File: src/rtl/nint_pkg.sv
package nint_pkg;

    // Fixed-point format and datapath widths
    localparam int FRAC_BITS = 24;
    localparam int IN_W      = 32;
    localparam int OUT_W     = 40;
    localparam int H_W       = IN_W + 1;
    localparam int X_W       = IN_W + 2;
    localparam int UX_W      = 32;
    localparam int SQ_W      = 2 * UX_W - FRAC_BITS;
    localparam int DEN_W     = SQ_W + 1;
    localparam int SMP_W     = 2 * FRAC_BITS + 3;
    localparam int DIV_RADIX = 2;
    localparam int DIV_W     = ((SMP_W + DIV_RADIX - 1) / DIV_RADIX) * DIV_RADIX;
    localparam int DIV_ITER  = DIV_W / DIV_RADIX;
    localparam int DIV_CNT_W = $clog2(DIV_ITER);
    localparam int ACC_W     = 63;
    localparam int M_W       = 32;
    localparam int PLO_W     = 2 * M_W;
    localparam int PHI_W     = (ACC_W - M_W) + M_W;
    localparam int PROD_W    = ACC_W + M_W;
    localparam int SH_W      = PROD_W - FRAC_BITS;

    // Divide by three: floor(x * RECIP3 / 2^RECIP3_SH) is exact for 32-bit x
    localparam logic [M_W-1:0] RECIP3    = 32'hAAAA_AAAB;
    localparam int             RECIP3_SH = 33;

    // Method and integrand codes
    localparam logic OP_TRAP     = 1'b0;
    localparam logic OP_SIMPSON  = 1'b1;
    localparam logic FN_INV_SQ   = 1'b0;
    localparam logic FN_ARCTAN   = 1'b1;

    typedef enum logic [1:0] {
        STATUS_OK       = 2'd0,
        STATUS_ZERO_N   = 2'd1,
        STATUS_DIV_ZERO = 2'd2,
        STATUS_SAT      = 2'd3
    } nint_status_t;

    typedef struct packed {
        logic               opcode;
        logic               integrand;
        logic signed [31:0] lower_bound;
        logic signed [31:0] upper_bound;
        logic [14:0]        intervals;
    } nint_in_t;

    typedef struct packed {
        logic signed [39:0] integral;
        nint_status_t       status;
    } nint_out_t;

    typedef enum logic [1:0] {
        DIV_SRC_H,
        DIV_SRC_S
    } nint_div_src_t;

    typedef enum logic [1:0] {
        XSEL_A,
        XSEL_B,
        XSEL_K
    } nint_xsel_t;

    typedef enum logic [1:0] {
        ACC_NONE,
        ACC_FA,
        ACC_FB,
        ACC_ADD
    } nint_acc_op_t;

    typedef enum logic [3:0] {
        S_IDLE,
        S_HDIV,
        S_HWAIT,
        S_MDIV,
        S_SQ,
        S_SDIV,
        S_SWAIT,
        S_MUL_LO,
        S_MUL_HI,
        S_FIN
    } nint_state_t;

    typedef struct packed {
        logic          load;
        logic          div_start;
        nint_div_src_t div_src;
        logic          h_load;
        logic          m_load;
        nint_xsel_t    x_sel;
        logic          sq_load;
        nint_acc_op_t  acc_op;
        logic          k_init;
        logic          k_step;
        logic          mul_lo;
        logic          mul_hi;
        logic          out_load;
    } nint_cmd_t;

    typedef struct packed {
        logic in_zero;
        logic simpson;
        logic div_done;
        logic k_none;
        logic k_last;
        logic out_busy;
    } nint_stat_t;

endpackage

File: src/rtl/nint_ctrl.sv
module nint_ctrl
    import nint_pkg::*;
(
    input  logic       clk,
    input  logic       rst_n,
    input  logic       in_valid,
    output logic       in_stall,
    input  nint_stat_t stat,
    output nint_cmd_t  cmd
);

    nint_state_t state_reg, state_next;
    nint_xsel_t  smp_reg, smp_next;

    // Next state
    always_comb
    begin
        state_next = state_reg;
        smp_next   = smp_reg;
        case (state_reg)
            S_IDLE:
            begin
                if (in_valid)
                    state_next = stat.in_zero ? S_FIN : S_HDIV;
            end
            S_HDIV:  state_next = S_HWAIT;
            S_HWAIT:
            begin
                if (stat.div_done)
                begin
                    smp_next   = XSEL_A;
                    state_next = stat.simpson ? S_MDIV : S_SQ;
                end
            end
            S_MDIV:  state_next = S_SQ;
            S_SQ:    state_next = S_SDIV;
            S_SDIV:  state_next = S_SWAIT;
            S_SWAIT:
            begin
                if (stat.div_done)
                begin
                    case (smp_reg)
                        XSEL_A:
                        begin
                            smp_next   = XSEL_B;
                            state_next = S_SQ;
                        end
                        XSEL_B:
                        begin
                            smp_next   = XSEL_K;
                            state_next = stat.k_none ? S_MUL_LO : S_SQ;
                        end
                        default: state_next = stat.k_last ? S_MUL_LO : S_SQ;
                    endcase
                end
            end
            S_MUL_LO: state_next = S_MUL_HI;
            S_MUL_HI: state_next = S_FIN;
            S_FIN:
            begin
                if (!stat.out_busy)
                    state_next = S_IDLE;
            end
            default: state_next = S_IDLE;
        endcase
    end

    // Commands
    always_comb
    begin
        cmd          = '0;
        cmd.div_src  = DIV_SRC_S;
        cmd.x_sel    = smp_reg;
        cmd.acc_op   = ACC_NONE;
        in_stall     = state_reg != S_IDLE;
        case (state_reg)
            S_IDLE:  cmd.load = in_valid;
            S_HDIV:
            begin
                cmd.div_start = 1'b1;
                cmd.div_src   = DIV_SRC_H;
            end
            S_HWAIT: cmd.h_load = stat.div_done;
            S_MDIV:  cmd.m_load = 1'b1;
            S_SQ:    cmd.sq_load = 1'b1;
            S_SDIV:  cmd.div_start = 1'b1;
            S_SWAIT:
            begin
                if (stat.div_done)
                begin
                    case (smp_reg)
                        XSEL_A:  cmd.acc_op = ACC_FA;
                        XSEL_B:
                        begin
                            cmd.acc_op = ACC_FB;
                            cmd.k_init = 1'b1;
                        end
                        default:
                        begin
                            cmd.acc_op = ACC_ADD;
                            cmd.k_step = 1'b1;
                        end
                    endcase
                end
            end
            S_MUL_LO: cmd.mul_lo = 1'b1;
            S_MUL_HI: cmd.mul_hi = 1'b1;
            S_FIN:    cmd.out_load = !stat.out_busy;
            default:  cmd = '0;
        endcase
    end

    always_ff @(posedge clk or negedge rst_n)
    begin
        if (!rst_n)
        begin
            state_reg <= S_IDLE;
            smp_reg   <= XSEL_A;
        end
        else
        begin
            state_reg <= state_next;
            smp_reg   <= smp_next;
        end
    end

endmodule

File: config.mk
export PLATFORM = sky130hd
export DESIGN_NAME = nint_ctrl
export DESIGN_NICKNAME = d
export VERILOG_FILES = /design/src/rtl/nint_pkg.sv /design/src/rtl/nint_ctrl.sv
export SDC_FILE = /design/constraint.sdc
export NUM_CORES = 1
export LEC_CHECK = 0
export ABC_AREA = 0
export BUFFER_PORTS_ARGS = -buffer_cell sky130_fd_sc_hd__buf_2
export CORE_UTILIZATION = 45
export CTS_CLUSTER_DIAMETER = 60
export DETAILED_ROUTE_END_ITERATION = 16
export PLACE_DENSITY_LB_ADDON = 0.08
export SYNTH_ARGS = -nofsm -noshare
export SYNTH_HDL_FRONTEND = slang
export SYNTH_SLANG_ARGS = --single-unit
File: constraint.sdc
create_clock -name clk -period 1.51 [get_ports clk]
set_clock_uncertainty 0.15 [all_clocks]
set_input_delay 0.0755 -clock clk [delete_from_list [all_inputs] [get_ports clk]]
set_output_delay 0.0755 -clock clk [all_outputs]
set_load 0.03 [all_outputs]
==> results of run 1 <==
## synthesized netlist by cell type, drive strengths merged (2+ instances only)
cell    number  area (um^2)
a21oi        2        10.01
a22o         2        17.52
and2         2        13.77
buf          5        35.03
dfrtp        6        150.1
inv          4        15.01
nand2        7        26.28
nand2b       4        25.02
nand3b       2        27.53
nor2        12        45.04
nor3         4        20.02
nor4         2        18.77
o21ai        4        20.01
o31ai        2        15.01
or2          2        12.51
## cells by family after synthesis
| kind of cell | Yosys count |
|---|---|
| buf+inv | 9 |
| simple gates | 39 |
| flops | 6 |
| other cells | 1 |
| compound gates | 17 |
## what timing repair did
| action | CTS |
|---|---|
| setup endpoints to repair | 17 |
| cloned | 0 |
| endpoints found under the hold margin | 8 |
| gates resized for setup | 44 |
| hold buffers | 2 |
| pin swaps | 4 |
| setup buffers | 10 |
## per-stage QoR
step	std cells	hold WS, ns
after floorplan	72	-0.3701
after global placement	113	-0.2448
after detailed placement	113	-0.2397
after CTS	128	0.01486
==> results.sh, run 1 <==
export IMPL_synthXorXnorAreaFrac_pct=0
export IMPL_grt_max_degree=14
export IMPL_synth_compound_area_share_pct=27.39
export IMPL_cts_root_buf="clkbuf_4"
export IMPL_synth_top_family_by_area="simple AND/OR/NAND/NOR gates"
export IMPL_gp_congestion=0.7440
export IMPL_outcome="did not finish"
export IMPL_io_pins=26
export IMPL_synth_flop_cell="dfrtp_1"
export IMPL_synth_area_um2=589.3
export IMPL_cts_sinks=6
export IMPL_synth_adder_area_share_pct=0
export IMPL_placed_area_um2=802.0
export IMPL_grt_antenna_before_repair=0
export IMPL_initial_core_util_pct=50.97
export IMPL_synthMuxAreaShare_pct=0
export IMPL_synth_nets=81
export IMPL_ys_seq_area_share_pct=25.48
export IMPL_postSynthAreaPerCell_um2=8.185
export IMPL_crit_endpoint="cmd[4]"
export IMPL_synth_edf_count=0
export IMPL_synth_simple_area_share_pct=38.00
export IMPL_yosysWarnings=0
export IMPL_die_width_um=38.19
export IMPL_cts_max_path_buffers=2
export IMPL_cts_max_level=1
export IMPL_place_ws_ns=-0.002173
export IMPL_cts_inserted_buffers=3
export IMPL_numPortBuffers=24
export IMPL_timing_worst_endpoint_kind="output port"
export IMPL_dp_hpwl_um=1140
export IMPL_fp_dieH_um=38.19
export IMPL_row_count=12
export IMPL_synthArstFlopShare_pct=100.0
export IMPL_flow_stopped_at="5_1_grt"
export IMPL_synth_distinct_cells=32
export IMPL_synth_cells=72
export IMPL_ys_ff_latch=6
export IMPL_error_line="[ERROR DPL-0033] detailed placement checks failed during check placement."
==> inputs of run 2 (changes only) <==
- CORE_AREA: unset -> 2 2 63 65
- CORE_UTILIZATION: 45 -> unset
- CTS_CLUSTER_DIAMETER: 60 -> unset
- DIE_AREA: unset -> 0 0 65 67
- PLACE_DENSITY_LB_ADDON: 0.08 -> 0.15
==> run 2 against run 1 <==
Against the previous run: the flow now finishes, with violations (negative setup slack); synthesized cell count is the same; synthesized area unchanged.
==> results.sh, run 2 <==
export IMPL_yosysWarnings=0
export IMPL_synth_flop_cell="dfrtp_1"
export IMPL_synth_cells=72
export IMPL_fp_dieH_um=67
export IMPL_finalHoldViolations=0
export IMPL_path_class="reg -> out"
export IMPL_place_ws_ns=-0.03813
export IMPL_synth_common_cells="nor2_1, nand2_1, dfrtp_1"
export IMPL_cap_violations=0
export IMPL_io_pins=26
export IMPL_violations="negative setup slack"
export IMPL_crit_arrival_ns=1.44
export IMPL_route_detailed_drc=0
export IMPL_yosysTopAreaCellShare_pct=25.48
export IMPL_area_growth_pct=114.6
export IMPL_routedWlPerCell_um=11.19
export IMPL_synth_most_common_cell="nor2_1"
export IMPL_cts_sinks=6
export IMPL_synth_area_um2=589.3
export IMPL_initial_core_util_pct=16.34
export IMPL_hold_path_class="in -> async"
export IMPL_layout_min_cycle_time_ns=1.666
export IMPL_grt_pass1_wl_um=3201
export IMPL_wl_um=1891
export IMPL_cts_tree="done"
export IMPL_largest_reg_flops=4
export IMPL_core_area_um2=3606
export IMPL_drt_iter0_markers=18
export IMPL_synth_edf_count=0
export IMPL_ys_seq_area_share_pct=25.48
export IMPL_fin_util_pct=35.08
export IMPL_synth_distinct_cells=32
export IMPL_cts_max_path_buffers=2
export IMPL_final_cell_mix="buf_6, buf_4, buf_2"
export IMPL_postSynthAreaPerCell_um2=8.185
export IMPL_grt_antenna_before_repair=0
export IMPL_synth_nets=81
export IMPL_p_leak_nw=0.5640
export IMPL_finalNetCount=132
export IMPL_synthArstFlopShare_pct=100.0
export IMPL_setup_violations=12
export IMPL_cts_root_buf="clkbuf_8"
export IMPL_via_count=695
export IMPL_rsz0062_at_grt="true"
export IMPL_worstPathMaxFanout=4
export IMPL_ys_ff_latch=6
export IMPL_drive_above_1_share_pct=69.42
export IMPL_maxSlewViolCount=0
export IMPL_cts_max_level=1
export IMPL_grt_max_degree=9
export IMPL_numPortBuffers=24
export IMPL_grt_use_total_pct=9.490
export IMPL_die_area_um2=4355
export IMPL_synth_area_leaders="dfrtp_1, nor2_1, buf_4, a2111oi_4, a221oi_4"
export IMPL_critPathLaunchType="flip-flop"
export IMPL_endpoint_kind="output port"
export IMPL_die_width_um=65
export IMPL_clk_latency_ns=0.22
export IMPL_timing_final_ws_setup_ns=-0.1563
export IMPL_overflow=0
export IMPL_p_per_area_nw_per_um2=1911
export IMPL_dp_hpwl_um=1415
export IMPL_layout_commonest_cell="buf_6"
export IMPL_gp_congestion=0.7547
export IMPL_fin_crit_sh_pct=110.3
export IMPL_grt_pass1_vias=701
export IMPL_ant_nets=0
export IMPL_max_freq_mhz=600.1
export IMPL_dr_pass1_iters=4
export IMPL_ir_worst_vdd_uv=680.3
export IMPL_viasPerCell=4.112
export IMPL_cts_inserted_buffers=3
export IMPL_row_count=22
export IMPL_path_clk_slew_ns=0.04
export IMPL_outcome="finished with violations"
export IMPL_required_ns=1.28
export IMPL_antenna_cells=0
export IMPL_yosys_area_top_type="dfrtp_1"
-- run 2: cell counts after synthesis --
Identical to the previous run, type by type.
-- run 2: area by class of cell --
class	instances	area, um^2
Tap cell	48	60.06
Inverter	4	15.01
Clock buffer	3	41.29
Multi-Input combinational cell	57	524.3
Sequential cell	6	153.9
Fill cell	371	2341
Timing Repair Buffer	51	470.5
-- run 2: path summary, 6_finish.rpt --
kind | endpoint | slack (ns) | from | depth (start not counted)
max | cmd[4] | -0.16 | state_reg[3] | 4
min in group clk | state_reg[2] | 0.06 | stat[3] | 3
max reg2reg | state_reg[1] | -0.05 | state_reg[0] | 6
max in group asynchronous | state_reg[2] | 0.99 | rst_n | 2
min | state_reg[3] | 0.06 | rst_n | 2
min reg2reg | smp_reg[1] | 0.57 | smp_reg[1] | 3
-- run 2: timing repair --
action,4_1_cts,5_1_grt
hold buffers,2,0
pin swaps,4,5
resized for setup,33,32
gates cloned,0,0
buffers inserted,11,3
hold endpoints to repair,8,0
endpoints found under the setup margin,15,21
-- run 2: critical path, cell delays in order, from the launching register on --
cell and delay, ns:
dfrtp_2 0.43, nand2b_4 0.16, or2_4 0.29, nor3b_4 0.19, buf_6 0.15
-- run 2: metrics by stage --
step | power, mW | instances | hold WS [ns] | TNS (ns) | instance area [um^2]
2_1_floorplan | 1.177 | 72 | -0.3701 | -0.1556 | 639.4
3_3_place_gp | 1.568 | 150 | -0.2453 | -0.02433 | 879.6
3_5_place_dp | 1.572 | 150 | -0.2421 | -0.03813 | 879.6
4_1_cts | 2.188 | 166 | 0.06040 | -0.7964 | 1136
5_1_grt | 2.588 | 169 | 0.08185 | -1.605 | 1265
6_report | 2.417 | 169 | 0.06158 | -0.7004 | 1265
-- run 2: cell families after synthesis --
group / share of synthesized area, %
compound gates: 27.39
other cells: 0.6363
buf+inv: 8.491
flops: 25.48
simple gates: 38.01
-- run 2: power breakdown --
group / total, mW / switching, mW / leakage (nW) / internal [mW]
registers: 0.336 / 0.105 / 0.0739 / 0.231
logic: 1.85 / 0.892 / 0.469 / 0.954
clock network: 0.234 / 0.0635 / 0.0216 / 0.171
total: 2.42 / 1.06 / 0.564 / 1.36
-- run 2: routing by layer --
| layer | track usage [%] | wire [um] | vias up |
|---|---|---|---|
| met5 | 0 | 0 | - |
| met4 | 3.989 | 19 | 0 |
| met3 | 1.520 | 108 | 2 |
| met2 | 16.88 | 963 | 22 |
| met1 | 11.25 | 800 | 325 |
| li1 | - | - | 346 |
(Power assumes the default switching activity.)
